## config.mk

```make
export PLATFORM = sky130hd
export DESIGN_NAME = lidar_range_packet_parser_top_flat
export DESIGN_NICKNAME = d
export VERILOG_FILES = /design/src/rtl/lrpp_pkg.sv /design/src/rtl/lrpp_byte_if.sv /design/src/rtl/lrpp_rdg_if.sv /design/src/rtl/lrpp_cfg_if.sv /design/src/rtl/lidar_range_packet_parser_top.sv /design/src/rtl/lrpp_front.sv /design/src/rtl/lrpp_fifo.sv /design/src/rtl/lrpp_back.sv /design/src/flat_wrapper.sv
export SDC_FILE = /design/constraint.sdc
export NUM_CORES = 1
export LEC_CHECK = 0
export CELL_PAD_IN_SITES_DETAIL_PLACEMENT = 0
export CELL_PAD_IN_SITES_GLOBAL_PLACEMENT = 1
export CORE_ASPECT_RATIO = 1.2
export CORE_MARGIN = 2
export CORE_UTILIZATION = 38
export CTS_CLUSTER_SIZE = 28
export DETAILED_ROUTE_END_ITERATION = 12
export DONT_BUFFER_PORTS = 1
export PLACE_DENSITY = 0.55
export SLEW_MARGIN = 30
export SYNTH_ARGS = -nofsm -noshare
export SYNTH_HDL_FRONTEND = slang
export SYNTH_HIERARCHICAL = 1
export SYNTH_SLANG_ARGS = --single-unit
```

## constraint.sdc

```tcl
create_clock -name clk -period 21 [get_ports clk]
set_clock_uncertainty 0.2 [all_clocks]
set_input_delay 2.1 -clock clk [delete_from_list [all_inputs] [get_ports clk]]
set_output_delay 2.1 -clock clk [all_outputs]
set_load 0.01 [all_outputs]
```

## src/rtl/lrpp_pkg.sv

```systemverilog
`timescale 1ns / 1ps
// Package for the lidar range packet parser.
// Widths, packet layout constants and the structs shared by the parser modules.
package lrpp_pkg;

	localparam int BYTE_W     = 8;
	localparam int POS_W      = 5;
	localparam int PKT_LEN    = 22;
	localparam int STORE_LAST = 19;
	localparam int NUM_RDG    = 4;
	localparam int K_W        = 2;
	localparam int OFS_W      = 7;
	localparam int ANGLE_W    = 9;
	localparam int DIST_W     = 14;
	localparam int WORD_W     = 16;
	localparam int Q_DEPTH    = 2;
	localparam int Q_AW       = 1;
	localparam int CFG_IDX_W  = 8;

	localparam logic [POS_W-1:0]  POS_HUNT  = POS_W'(0);
	localparam logic [POS_W-1:0]  POS_FIRST = POS_W'(1);
	localparam logic [POS_W-1:0]  POS_LAST  = POS_W'(PKT_LEN - 1);
	localparam logic [BYTE_W-1:0] HDR_BYTE  = 8'hFA;
	localparam logic [BYTE_W-1:0] IDX_BASE  = 8'hA0;
	localparam logic [BYTE_W-1:0] IDX_TOP   = 8'hF9;
	localparam logic [OFS_W-1:0]  OFS_TOP   = OFS_W'(89);
	localparam logic [K_W-1:0]    K_LAST    = K_W'(NUM_RDG - 1);

	typedef enum logic [CFG_IDX_W-1:0] {
		CFG_REPORT_READINGS     = 8'd0,
		CFG_REPORT_SPEED        = 8'd1,
		CFG_REPORT_PACKET_END   = 8'd2,
		CFG_REPORT_ROTATION_END = 8'd3
	} cfg_idx_t;

	typedef struct packed {
		logic report_readings;
		logic report_speed;
		logic report_packet_end;
		logic report_rotation_end;
	} cfg_t;

	// one decoded packet: index offset from base, speed, four raw readings
	typedef struct packed {
		logic [OFS_W-1:0]                ofs;
		logic [WORD_W-1:0]               speed;
		logic [NUM_RDG-1:0][2*WORD_W-1:0] rdg;
	} pkt_t;

	typedef struct packed {
		logic valid;
		pkt_t pkt;
	} q_push_t;

	typedef struct packed {
		logic full;
		logic empty;
	} q_stat_t;

endpackage

```

## src/rtl/lrpp_byte_if.sv

```systemverilog
`timescale 1ns / 1ps
// Byte stream channel of the lidar range packet parser.
// Depends on lrpp_pkg.
interface lrpp_byte_if;
	import lrpp_pkg::*;

	logic              valid;
	logic              ready;
	logic [BYTE_W-1:0] rx_byte;

	modport source (output valid, output rx_byte, input ready);
	modport sink (input valid, input rx_byte, output ready);
endinterface

```

## src/rtl/lrpp_rdg_if.sv

```systemverilog
`timescale 1ns / 1ps
// Reading result channel of the lidar range packet parser.
// Depends on lrpp_pkg.
interface lrpp_rdg_if;
	import lrpp_pkg::*;

	logic               valid;
	logic               ready;
	logic [ANGLE_W-1:0] angle_deg;
	logic [DIST_W-1:0]  distance;
	logic               flag_bit6;
	logic               strength_warning;
	logic [WORD_W-1:0]  signal_strength;
	logic [WORD_W-1:0]  speed_raw;
	logic               speed_present;
	logic               last_in_packet;
	logic               rotation_end;

	modport source (output valid, output angle_deg, output distance, output flag_bit6,
		output strength_warning, output signal_strength, output speed_raw,
		output speed_present, output last_in_packet, output rotation_end, input ready);
	modport sink (input valid, input angle_deg, input distance, input flag_bit6,
		input strength_warning, input signal_strength, input speed_raw,
		input speed_present, input last_in_packet, input rotation_end, output ready);
endinterface

```

## src/rtl/lrpp_cfg_if.sv

```systemverilog
`timescale 1ns / 1ps
// Register write channel of the lidar range packet parser.
// Depends on lrpp_pkg.
interface lrpp_cfg_if;
	import lrpp_pkg::*;

	logic                 valid;
	logic                 ready;
	logic [CFG_IDX_W-1:0] index;
	logic                 data;

	modport source (output valid, output index, output data, input ready);
	modport sink (input valid, input index, input data, output ready);
endinterface

```

## src/rtl/lidar_range_packet_parser_top.sv

```systemverilog
`timescale 1ns / 1ps
// Top level of the lidar range packet parser: registers, front end, queue, back end.
// Depends on lrpp_pkg, the channel interfaces, lrpp_front, lrpp_fifo and lrpp_back.
//
//   port  role    beat
//   rx    sink    one received serial byte
//   rdg   source  one decoded reading
//   cfg   sink    one register write (index, bit 0 of data)
//
// A byte is taken every cycle; the last byte of a valid packet pushes one queue entry.
// Each entry gives four readings, one per cycle unless rdg stalls, from the
// back end output register. The two-entry queue stalls rx only on a last byte when full.
// rdg stalls hold the output register and the queue head; cfg is always ready.
// Reset: hunting for header, queue empty, all report registers set.
module lidar_range_packet_parser_top (
	input  logic       clk,
	input  logic       arst_n,
	lrpp_byte_if.sink  rx,
	lrpp_rdg_if.source rdg,
	lrpp_cfg_if.sink   cfg
);
	import lrpp_pkg::*;

	cfg_t    cfg_q;
	q_push_t push;
	q_stat_t q_stat;
	pkt_t    head;
	logic    pop;

	assign cfg.ready = 1'b1;

	always_ff @(posedge clk or negedge arst_n) begin
		if (!arst_n) begin
			cfg_q <= '1;
		end else if (cfg.valid) begin
			unique case (cfg.index)
				CFG_REPORT_READINGS:     cfg_q.report_readings     <= cfg.data;
				CFG_REPORT_SPEED:        cfg_q.report_speed        <= cfg.data;
				CFG_REPORT_PACKET_END:   cfg_q.report_packet_end   <= cfg.data;
				CFG_REPORT_ROTATION_END: cfg_q.report_rotation_end <= cfg.data;
				default: ;
			endcase
		end
	end

	lrpp_front u_front (
		.clk    (clk),
		.arst_n (arst_n),
		.rx     (rx),
		.cfg    (cfg_q),
		.q_stat (q_stat),
		.push   (push)
	);

	lrpp_fifo u_fifo (
		.clk    (clk),
		.arst_n (arst_n),
		.push   (push),
		.pop    (pop),
		.head   (head),
		.q_stat (q_stat)
	);

	lrpp_back u_back (
		.clk    (clk),
		.arst_n (arst_n),
		.cfg    (cfg_q),
		.head   (head),
		.q_stat (q_stat),
		.pop    (pop),
		.rdg    (rdg)
	);

	a_q_consistent: assert property (@(posedge clk) disable iff (!arst_n)
		!(q_stat.full && q_stat.empty))
		else $error("queue full and empty together");

	a_no_push_full: assert property (@(posedge clk) disable iff (!arst_n)
		push.valid |-> !q_stat.full)
		else $error("queue push while full");

	a_rot_angle: assert property (@(posedge clk) disable iff (!arst_n)
		(rdg.valid && rdg.rotation_end) |-> (rdg.angle_deg == ANGLE_W'(359)))
		else $error("rotation end off angle 359");

	a_last_slot: assert property (@(posedge clk) disable iff (!arst_n)
		(rdg.valid && rdg.last_in_packet) |-> (rdg.angle_deg[K_W-1:0] == K_LAST))
		else $error("packet end on wrong reading");

	a_speed_zero: assert property (@(posedge clk) disable iff (!arst_n)
		(rdg.valid && !rdg.speed_present) |-> (rdg.speed_raw == '0))
		else $error("speed given while not reported");

endmodule

```

## src/rtl/lrpp_front.sv

```systemverilog
`timescale 1ns / 1ps
// Front end: header hunt, byte position tracking, packet assembly. Uses lrpp_pkg.
// Queues the packet on the last byte when the index is valid and readings are on.
module lrpp_front (
	input  logic             clk,
	input  logic             arst_n,
	lrpp_byte_if.sink        rx,
	input  lrpp_pkg::cfg_t   cfg,
	input  lrpp_pkg::q_stat_t q_stat,
	output lrpp_pkg::q_push_t push
);
	import lrpp_pkg::*;

	logic [POS_W-1:0]  pos_q;
	logic [BYTE_W-1:0] pkt_q [1:STORE_LAST];
	logic              acc;
	logic              idx_ok;

	assign rx.ready = !((pos_q == POS_LAST) && q_stat.full);
	assign acc      = rx.valid && rx.ready;
	assign idx_ok   = (pkt_q[1] >= IDX_BASE) && (pkt_q[1] <= IDX_TOP);

	always_ff @(posedge clk or negedge arst_n) begin
		if (!arst_n) begin
			pos_q <= POS_HUNT;
		end else if (acc) begin
			if (pos_q == POS_HUNT) begin
				pos_q <= (rx.rx_byte == HDR_BYTE) ? POS_FIRST : POS_HUNT;
			end else if (pos_q == POS_LAST) begin
				pos_q <= POS_HUNT;
			end else begin
				pos_q <= pos_q + POS_FIRST;
			end
		end
	end

	// checksum bytes are never stored
	always_ff @(posedge clk) begin
		for (int i = 1; i <= STORE_LAST; i++) begin
			if (acc && (pos_q == POS_W'(i))) begin
				pkt_q[i] <= rx.rx_byte;
			end
		end
	end

	always_comb begin
		push.valid     = acc && (pos_q == POS_LAST) && idx_ok && cfg.report_readings;
		push.pkt.ofs   = OFS_W'(pkt_q[1] - IDX_BASE);
		push.pkt.speed = {pkt_q[3], pkt_q[2]};
		for (int k = 0; k < NUM_RDG; k++) begin
			push.pkt.rdg[k] = {pkt_q[7 + 4*k], pkt_q[6 + 4*k], pkt_q[5 + 4*k], pkt_q[4 + 4*k]};
		end
	end

endmodule

```

## src/rtl/lrpp_fifo.sv

```systemverilog
`timescale 1ns / 1ps
// Short packet queue between the front end and the reading emitter.
// Depends on lrpp_pkg.
module lrpp_fifo (
	input  logic              clk,
	input  logic              arst_n,
	input  lrpp_pkg::q_push_t push,
	input  logic              pop,
	output lrpp_pkg::pkt_t    head,
	output lrpp_pkg::q_stat_t q_stat
);
	import lrpp_pkg::*;

	pkt_t            mem_q [Q_DEPTH];
	logic [Q_AW-1:0] wr_ptr_q;
	logic [Q_AW-1:0] rd_ptr_q;
	logic [Q_AW:0]   cnt_q;

	assign q_stat.full  = (cnt_q == (Q_AW+1)'(Q_DEPTH));
	assign q_stat.empty = (cnt_q == '0);
	assign head         = mem_q[rd_ptr_q];

	always_ff @(posedge clk or negedge arst_n) begin
		if (!arst_n) begin
			wr_ptr_q <= '0;
			rd_ptr_q <= '0;
			cnt_q    <= '0;
		end else begin
			if (push.valid) begin
				wr_ptr_q <= wr_ptr_q + Q_AW'(1);
			end
			if (pop) begin
				rd_ptr_q <= rd_ptr_q + Q_AW'(1);
			end
			if (push.valid && !pop) begin
				cnt_q <= cnt_q + (Q_AW+1)'(1);
			end else if (pop && !push.valid) begin
				cnt_q <= cnt_q - (Q_AW+1)'(1);
			end
		end
	end

	always_ff @(posedge clk) begin
		if (push.valid) begin
			mem_q[wr_ptr_q] <= push.pkt;
		end
	end

endmodule

```

## src/rtl/lrpp_back.sv

```systemverilog
`timescale 1ns / 1ps
// Back end: walks the four readings of the queue head into the output register.
// Depends on lrpp_pkg.
module lrpp_back (
	input  logic              clk,
	input  logic              arst_n,
	input  lrpp_pkg::cfg_t    cfg,
	input  lrpp_pkg::pkt_t    head,
	input  lrpp_pkg::q_stat_t q_stat,
	output logic              pop,
	lrpp_rdg_if.source        rdg
);
	import lrpp_pkg::*;

	logic [K_W-1:0]      k_q;
	logic                out_valid_q;
	logic [ANGLE_W-1:0]  angle_q;
	logic [DIST_W-1:0]   dist_q;
	logic                flag6_q;
	logic                warn_q;
	logic [WORD_W-1:0]   strength_q;
	logic [WORD_W-1:0]   speed_q;
	logic                speed_pres_q;
	logic                last_q;
	logic                rot_q;
	logic                adv;
	logic [2*WORD_W-1:0] word;

	assign adv  = !q_stat.empty && (!out_valid_q || rdg.ready);
	assign pop  = adv && (k_q == K_LAST);
	assign word = head.rdg[k_q];

	always_ff @(posedge clk or negedge arst_n) begin
		if (!arst_n) begin
			k_q         <= '0;
			out_valid_q <= 1'b0;
		end else if (adv) begin
			k_q         <= k_q + K_W'(1);
			out_valid_q <= 1'b1;
		end else if (rdg.ready) begin
			out_valid_q <= 1'b0;
		end
	end

	always_ff @(posedge clk) begin
		if (adv) begin
			angle_q      <= {head.ofs, k_q};
			dist_q       <= word[DIST_W-1:0];
			flag6_q      <= word[DIST_W];
			warn_q       <= word[DIST_W+1];
			strength_q   <= word[2*WORD_W-1:WORD_W];
			speed_q      <= cfg.report_speed ? head.speed : '0;
			speed_pres_q <= cfg.report_speed;
			last_q       <= cfg.report_packet_end && (k_q == K_LAST);
			rot_q        <= cfg.report_rotation_end && (k_q == K_LAST) && (head.ofs == OFS_TOP);
		end
	end

	assign rdg.valid            = out_valid_q;
	assign rdg.angle_deg        = angle_q;
	assign rdg.distance         = dist_q;
	assign rdg.flag_bit6        = flag6_q;
	assign rdg.strength_warning = warn_q;
	assign rdg.signal_strength  = strength_q;
	assign rdg.speed_raw        = speed_q;
	assign rdg.speed_present    = speed_pres_q;
	assign rdg.last_in_packet   = last_q;
	assign rdg.rotation_end     = rot_q;

endmodule
```

## src/flat_wrapper.sv

```systemverilog
// flat-port wrapper written by rule: the top's interface ports become plain ports
module lidar_range_packet_parser_top_flat import lrpp_pkg::*;
  (clk, arst_n, rx_valid, rx_rx_byte, rx_ready, rdg_valid, rdg_angle_deg, rdg_distance, rdg_flag_bit6, rdg_strength_warning, rdg_signal_strength, rdg_speed_raw, rdg_speed_present, rdg_last_in_packet, rdg_rotation_end, rdg_ready, cfg_valid, cfg_index, cfg_data, cfg_ready);
  lrpp_byte_if rx_i ();
  lrpp_rdg_if rdg_i ();
  lrpp_cfg_if cfg_i ();
  input  logic clk;
  input  logic arst_n;
  input wire logic [$bits(rx_i.valid)-1:0] rx_valid;
  input wire logic [$bits(rx_i.rx_byte)-1:0] rx_rx_byte;
  output wire logic [$bits(rx_i.ready)-1:0] rx_ready;
  output wire logic [$bits(rdg_i.valid)-1:0] rdg_valid;
  output wire logic [$bits(rdg_i.angle_deg)-1:0] rdg_angle_deg;
  output wire logic [$bits(rdg_i.distance)-1:0] rdg_distance;
  output wire logic [$bits(rdg_i.flag_bit6)-1:0] rdg_flag_bit6;
  output wire logic [$bits(rdg_i.strength_warning)-1:0] rdg_strength_warning;
  output wire logic [$bits(rdg_i.signal_strength)-1:0] rdg_signal_strength;
  output wire logic [$bits(rdg_i.speed_raw)-1:0] rdg_speed_raw;
  output wire logic [$bits(rdg_i.speed_present)-1:0] rdg_speed_present;
  output wire logic [$bits(rdg_i.last_in_packet)-1:0] rdg_last_in_packet;
  output wire logic [$bits(rdg_i.rotation_end)-1:0] rdg_rotation_end;
  input wire logic [$bits(rdg_i.ready)-1:0] rdg_ready;
  input wire logic [$bits(cfg_i.valid)-1:0] cfg_valid;
  input wire logic [$bits(cfg_i.index)-1:0] cfg_index;
  input wire logic [$bits(cfg_i.data)-1:0] cfg_data;
  output wire logic [$bits(cfg_i.ready)-1:0] cfg_ready;
  assign rx_i.valid = rx_valid;
  assign rx_i.rx_byte = rx_rx_byte;
  assign rx_ready = rx_i.ready;
  assign rdg_valid = rdg_i.valid;
  assign rdg_angle_deg = rdg_i.angle_deg;
  assign rdg_distance = rdg_i.distance;
  assign rdg_flag_bit6 = rdg_i.flag_bit6;
  assign rdg_strength_warning = rdg_i.strength_warning;
  assign rdg_signal_strength = rdg_i.signal_strength;
  assign rdg_speed_raw = rdg_i.speed_raw;
  assign rdg_speed_present = rdg_i.speed_present;
  assign rdg_last_in_packet = rdg_i.last_in_packet;
  assign rdg_rotation_end = rdg_i.rotation_end;
  assign rdg_i.ready = rdg_ready;
  assign cfg_i.valid = cfg_valid;
  assign cfg_i.index = cfg_index;
  assign cfg_i.data = cfg_data;
  assign cfg_ready = cfg_i.ready;
  lidar_range_packet_parser_top u_core (.clk(clk), .arst_n(arst_n), .rx(rx_i), .rdg(rdg_i), .cfg(cfg_i));
endmodule
```

==> results of run 1 <==
[layer usage]
layer | track usage [%] | routed length, um | vias to the layer above | part of all wire, %
li1 | - | - | 3549 | -
met1 | 16.1 | 15400 | 4065 | 44
met4 | 3.84 | 635 | 0 | 1.8
met2 | 21.6 | 17800 | 162 | 51
met5 | 0 | 0 | - | 0
met3 | 2.22 | 1320 | 49 | 3.8
[worst register-to-register path: cells and delay by family (launching register included)]
| kind | cells | cell delay (ns) |
|---|---|---|
| compound gates | 1 | 0.17 |
| fa+ha+maj | 1 | 0.22 |
| buf+inv | 2 | 0.88 |
| flops | 1 | 0.41 |
| simple gates | 3 | 1.58 |
[state kept, by name, indices dropped and copies added, names as in the netlist]
| signal | flops |
|---|---|
| u_core/u_back/rdg.strength_warning | 1 |
| u_core/u_back/rdg.signal_strength | 16 |
| u_core/u_back/rdg.distance | 14 |
| u_core/u_fifo/mem_q | 302 |
| u_core/u_back/rdg.speed_raw | 16 |
| u_core/u_front/pkt_q | 152 |
| u_core/cfg_q | 4 |
| u_core/u_back/rdg.valid | 1 |
| u_core/u_fifo/wr_ptr_q | 1 |
| u_core/u_fifo/rd_ptr_q | 1 |
| u_core/u_back/rdg.rotation_end | 1 |
| u_core/u_back/rdg.last_in_packet | 1 |
| u_core/u_front/pos_q | 5 |
| u_core/u_back/rdg.angle_deg | 9 |
| u_core/u_fifo/cnt_q | 2 |
| u_core/u_back/rdg.flag_bit6 | 1 |
| u_core/u_back/rdg.speed_present | 1 |
| u_core/u_back/k_q | 2 |
[cells by family (layout without fill, tap and decap cells)]
logic type	Yosys count	after routing	share of synthesized area, %
simple gates	86	86	2.44
fa+ha+maj	7	7	0.421
mux	188	188	13.4
buf+inv	189	115	6.84
other cells	1	2	0.0180
flops	530	530	76.2
xor+xnor	7	7	0.295
compound gates	12	12	0.385
[placed cells by master (no fill, tap or decap), drive strengths merged, types with 2 or more instances in the layout]
master | netlist | final
nand3 | 5 | 5
ha | 7 | 7
nor2 | 18 | 18
or2 | 3 | 3
a21oi | 2 | 2
o21ai | 5 | 5
clkbuf | 4 | 74
nand2 | 8 | 8
nand2b | 5 | 5
nand4 | 3 | 3
nand3b | 3 | 3
xnor2 | 2 | 2
nor4b | 4 | 4
nor2b | 3 | 3
nand4b | 3 | 3
inv | 9 | 11
and3 | 4 | 4
buf | 176 | 12
dfstp | 4 | 4
edfxtp | 514 | 514
mux4 | 32 | 32
xor2 | 5 | 5
and2 | 19 | 19
dfrtp | 12 | 12
mux2 | 156 | 156
nor3 | 4 | 4
nor4 | 3 | 3
clkinv | 0 | 17
[power by group through the flow]
| stage | combinational, mW | sequential (mW) | clock (mW) |
|---|---|---|---|
| 4_1_cts | 0.0775 | 1.20 | 0.884 |
| 3_3_place_gp | 0.0761 | 1.22 | 0 |
| 6_report | 0.0752 | 1.20 | 0.855 |
| 5_1_grt | 0.0838 | 1.20 | 0.925 |
| 3_5_place_dp | 0.0771 | 1.22 | 0 |
| 2_1_floorplan | 0.0760 | 1.21 | 0 |
[final cells by class]
| type | count | area [um^2] | area share [%] |
|---|---|---|---|
| sequential | 530 | 15800 | 72.0 |
| multi-input combinational | 301 | 3570 | 16.2 |
| clock buffer | 74 | 1440 | 6.52 |
| tap | 712 | 891 | 4.05 |
| clock inverter | 20 | 126 | 0.574 |
| timing repair buffer | 12 | 97.6 | 0.444 |
| inverter | 9 | 33.8 | 0.154 |
| antenna | 1 | 2.50 | 0.0114 |
[worst paths after layout]
check                                                  start                     endpoint  slack, ns  cells after the start
min in group asynchronous                             arst_n      u_core/u_back/rdg.valid       1.02                      0
worst max-delay path                                rx_valid   u_core/u_fifo/mem_q[0][89]      16.48                      4
worst min-delay path            u_core/u_front/pkt_q[0][149]  u_core/u_fifo/mem_q[1][125]       0.24                      0
worst min register to register  u_core/u_front/pkt_q[0][149]  u_core/u_fifo/mem_q[1][125]       0.24                      0
max in group asynchronous                             arst_n              u_core/cfg_q[2]      19.39                      0
worst max register to register       u_core/u_front/pos_q[1]   u_core/u_fifo/mem_q[0][89]      17.09                      7
==> flow_summary.json, run 1 <==
{
  "status": "finished, final reports clean",
  "cts.sinks": 530,
  "clock_latency_ns": 0.57,
  "synth_top_area_share_pct": 74.2,
  "syn2layout_area_growth_pct": 5.83,
  "viasPerCell": 4.72,
  "finalPower_mw": 2.13,
  "clockBufferDepth": 3,
  "min_path_type": "register to register",
  "core_area_um2": 53900,
  "synthTopCellsByArea": "edfxtp_1, mux2_4, buf_4",
  "combPwrFrac_pct": 3.5,
  "max-vdd-ir-drop_uv": 55.4,
  "synth.most_common_cell": "edfxtp_1",
  "place_inst": 1564,
  "post_cts_buffers": 0,
  "synth_edf_count": 514,
  "first_pass_iters": 4,
  "crit_path_top_delay_cell": "buf_4",
  "worst_setup_path_end_kind": "register",
  "p_leak_nw": 7.05,
  "die_y_um": 260,
  "path_clk_slew_ns": 0.06,
  "worstSetupStartpointType": "primary input",
  "post-route-min-period_ns": 4.52,
  "timing.final.ws_setup_ns": 16.48,
  "crit_required_ns": 20.98,
  "synth.distinct_cells": 46,
  "tightest_slew_ns": 0.957,
  "gp_congestion": 0.687,
  "drc": 0,
  "design_area_um2": 22000,
  "yosys_warnings": 6,
  "cts_resized": 0,
  "p_seq_share_pct": 56.4,
  "portBuffers": 0,
  "final_cell_count_no_fill": 1659,
  "wl_um": 35200,
  "synthCells": 1020,
  "max_freq_ghz": 0.221,
  "worst_ep_arrival_time_ns": 4.50,
  "cp_top_family": "simple AND/OR/NAND/NOR gates",
  "post_dp_cell_area_um2": 20400,
  "avgSynthCellArea_um2": 20.4,
  "n_fill_cell": 4670,
  "power.internal_mw": 1.70,
  "syn_nets": 1049,
  "power_frac_clock_pct": 40.1,
  "track_usage_pct": 12.5,
  "rsz0062_at_grt": "no",
  "via_count": 7825,
  "antenna_found_initial": 1,
  "utilization_pct": 40.8,
  "initial_utilization_pct": 38.6,
  "yosysTopAreaCell": "edfxtp_1",
  "drt_iter0_markers": 502,
  "cp.buffers_inverters": 1,
  "fp.dieW_um": 218,
  "cts_root_buffer": "clkbuf_16",
  "numCtsBuffers": 52,
  "slew_headroom_pct": 36.2,
  "ys.flop_type": "edfxtp_1",
  "maxCapViolCount": 0,
  "setup_violations": 0,
  "ys_ff_latch": 530,
  "drtAntennaViolNets": 0,
  "grt_pass1_wl_um": 52500,
  "avgRoutedWirePerCell_um": 21.2,
  "drive_above_1_share_pct": 29.8,
  "cp_max_fo": 62,
  "synthTopCellsByCount": "edfxtp_1, buf_4, mux2_4",
  "power_density_nw_per_um2": 96.9,
  "htree_levels": 2,
  "dp.final_hpwl_um": 18700,
  "cpPeakStageDelay_ns": 0.80,
  "switching_share_pct": 20.4,
  "cts_hold_buf": 0,
  "holdWs_ns": 0.240,
  "p_sw_uw": 434,
  "criticalPathCategory": "primary input to register",
  "num_rows": 93,
  "grt_max_degree": 75,
  "hold_viol_final": 0,
  "syn_area_um2": 20800,
  "fin_crit_sh_pct": 21.5,
  "async_flop_share_pct": 3.02,
  "fin_nets": 935,
  "gr-total-overflow": 0,
  "tns_ns": 0,
  "io_pins": 85,
  "die_area_um2": 56600,
  "final-max-slew-violation-count": 0,
  "ys_seq_area_share_pct": 76.2,
  "dpl_worst_slack_ns": 15.91,
  "tritoncts": "done",
  "path_cells": "o21ai_2 > nor4_1 > nor2b_4 > buf_4",
  "grt_pass1_vias": 8347
}
(Power assumes the default switching activity.)
==> run 2: changes to the inputs <==
Settings changed: ABC_AREA from default to 1, PLACE_DENSITY 0.55 to 0.56.
Clock period 21 ns to 4.4 ns, I/O delays scaled along.
==> run 2 against run 1 <==
Against the previous run: first-iteration DRC count is 26% higher; global-route usage up 1.5 points; die area increased by 4.3%; setup slack lost 16 ns; sequential share of layout area fell by 4.9 points; wire length is 15% higher; count of clock-buffer cells in the layout down 3; worst hold slack lost 0.21 ns; synthesized cell count is 39% higher; non-clock buffer count is 43 higher; synthesized area increased by 4.4%; core utilization is 1.2 points higher.
==> flow_summary.json, run 2 <==
{
  "hold_viol_final": 0,
  "worst_setup_path_end_kind": "register",
  "portBuffers": 0,
  "drt_iter0_markers": 631,
  "drive_above_1_share_pct": 20.6,
  "tns_ns": 0,
  "cts_root_buffer": "clkbuf_16",
  "wl_um": 40500,
  "cts_resized": 0,
  "endpoint": "u_core/u_fifo/mem_q[1][83]",
  "largest_reg_flops": 302,
  "tritoncts": "done",
  "p_leak_nw": 8.41,
  "holdWs_ns": 0.0344,
  "synthTopCellsByCount": "edfxtp_1, nand2_1, buf_4",
  "setup_violations": 0,
  "route.met2.wl_um": 20600,
  "cp_max_fo": 45,
  "synth.most_common_cell": "edfxtp_1",
  "status": "finished, final reports clean",
  "numCtsBuffers": 54,
  "regToRegStartpoint": "u_core/u_front/pos_q[1]",
  "max_freq_ghz": 0.290,
  "initial_utilization_pct": 38.6,
  "final_cell_mix": "edfxtp_1, nand2_1, inv_1",
  "grt_max_degree": 93,
  "cp-startpoint": "u_core/u_front/pos_q[1]",
  "yosysTopAreaCell": "edfxtp_1",
  "maxCapViolCount": 0,
  "r2r_slack_ns": 0.95,
  "crit_required_ns": 4.50,
  "ff2ff_path_depth": 10,
  "path_clk_slew_ns": 0.06,
  "clock_latency_ns": 0.59,
  "regMostFlops": "u_core/u_fifo/mem_q",
  "worstSetupStartpointType": "register",
  "gp_congestion": 0.742,
  "fin_crit_sh_pct": 78.4,
  "gr-total-overflow": 0,
  "core_area_um2": 56200,
  "grt_pass1_wl_um": 61900,
  "criticalPathCategory": "register to register",
  "wl_met3_um": 1460,
  "antenna_found_initial": 1,
  "post_cts_buffers": 0,
  "antenna_cells": 0,
  "place_inst": 1977,
  "seqCellArea_um2": 15800,
  "num_rows": 95,
  "ys.flop_type": "edfxtp_1",
  "synth_edf_count": 514,
  "via_count": 9657,
  "io_pins": 85,
  "htree_levels": 2,
  "first_pass_iters": 4,
  "syn_area_um2": 21700,
  "final_cell_count_no_fill": 2111,
  "n_fill_cell": 5048,
  "worst_ep_arrival_time_ns": 3.55,
  "final-max-slew-violation-count": 0,
  "syn_nets": 1451,
  "rsz0062_at_grt": "no",
  "top_layer": "met4",
  "syn2layout_area_growth_pct": 8.87,
  "dp.final_hpwl_um": 21900,
  "synth_top_area_share_pct": 71.1,
  "grt_pass1_vias": 10000,
  "layout_commonest_cell": "edfxtp_1",
  "max-vdd-ir-drop_uv": 253,
  "fp.dieW_um": 222,
  "die_area_um2": 59000,
  "cts_hold_buf": 33,
  "async_flop_share_pct": 3.02,
  "power_density_nw_per_um2": 433,
  "finalPower_mw": 10.2,
  "ys_ff_latch": 530,
  "min_path_type": "primary input to register",
  "fin_nets": 1368,
  "wl_met1_um": 17700,
  "viasPerCell": 4.57,
  "synthCells": 1422,
  "reg_top3": "u_core/u_fifo/mem_q (302), u_core/u_front/pkt_q (152)",
  "tightest_slew_ns": 0.994,
  "synthTopCellsByArea": "edfxtp_1, mux2_4, buf_4",
  "die_y_um": 266,
  "avgRoutedWirePerCell_um": 19.2,
  "cts.sinks": 530,
  "r2r_end": "u_core/u_fifo/mem_q[1][83]",
  "track_usage_pct": 14.0,
  "post-route-min-period_ns": 3.45,
  "yosys_warnings": 6,
  "multi_input_area_um2": 3900,
  "synth.distinct_cells": 31,
  "drc": 0,
  "clockBufferDepth": 3,
  "slew_headroom_pct": 33.5,
  "ys_seq_area_share_pct": 73.0,
  "avgSynthCellArea_um2": 15.3,
  "drtAntennaViolNets": 0
}
-- run 2: cells by family (layout without fill, tap and decap cells) --
kind of cell,count (synthesis),count (layout),share of synthesized area [%]
fa+ha+maj,7,7,0.404
mux,151,151,9.22
xor+xnor,4,4,0.161
flops,530,530,73.0
simple gates,381,381,7.77
other cells,1,1,0.0173
buf+inv,343,305,9.32
compound gates,5,5,0.115
-- run 2: worst min-delay path by stage --
| stage | start | endpoint | slack (ns) | cells past startpoint |
|---|---|---|---|---|
| 2_1_floorplan | arst_n | u_core/u_back/k_q[0] | -0.06 | 0 |
| 3_3_place_gp | arst_n | u_core/u_front/pos_q[4] | -0.05 | 0 |
| 3_5_place_dp | arst_n | u_core/u_back/rdg.valid | -0.06 | 0 |
| 4_1_cts | rx_valid | u_core/u_front/pos_q[0] | 0.002 | 3 |
| 5_1_grt | rx_rx_byte[2] | u_core/u_front/pos_q[0] | 0.06 | 7 |
| 6_report | rx_valid | u_core/u_front/pos_q[0] | 0.03 | 3 |
-- run 2: layout make-up --
cell class	instances	share of cell area, %
flip-flops and latches	530	67.1
multi-input cells	549	16.5
clock buffers	71	6.08
well taps	727	3.85
repair buffers	55	2.71
inverters	149	2.39
clock inverters	30	1.38
-- run 2: per-stage QoR --
stage / setup WS [ns] / utilization, % / area [um^2]
after global placement: 0.973 / 38.1 / 21400
final: 0.949 / 42.0 / 23600
after global routing: 0.651 / 42.0 / 23600
after detailed placement: 0.915 / 38.2 / 21500
after CTS: 0.886 / 42.0 / 23600
after floorplan: 0.104 / - / 21700
-- run 2: where the power goes --
group / total, mW / switching [mW] / internal [mW]
Clock: 4.56 / 1.85 / 2.70
Combinational: 0.168 / 0.115 / 0.0526
Sequential: 5.51 / 0.0147 / 5.50
Total: 10.2 / 1.98 / 8.26
-- run 2: worst max-delay path, stage by stage (launching register included) --
cell        delay (ns)
dfrtp_1           0.44
inv_1             0.10
ha_1              0.22
nand2_1           0.11
nor2_4            0.19
nand2_4           0.10
nand2_4           0.28
nor2_1            0.18
nand2_1           0.14
clkinvlp_4        0.66
buf_12            0.47
-- run 2: layer usage --
| metal | global-route usage [%] | vias up |
|---|---|---|
| li1 | - | 4599 |
| met1 | 17.7 | 4864 |
| met2 | 24.7 | 142 |
| met3 | 2.64 | 52 |
| met4 | 3.89 | 0 |
| met5 | 0 | - |
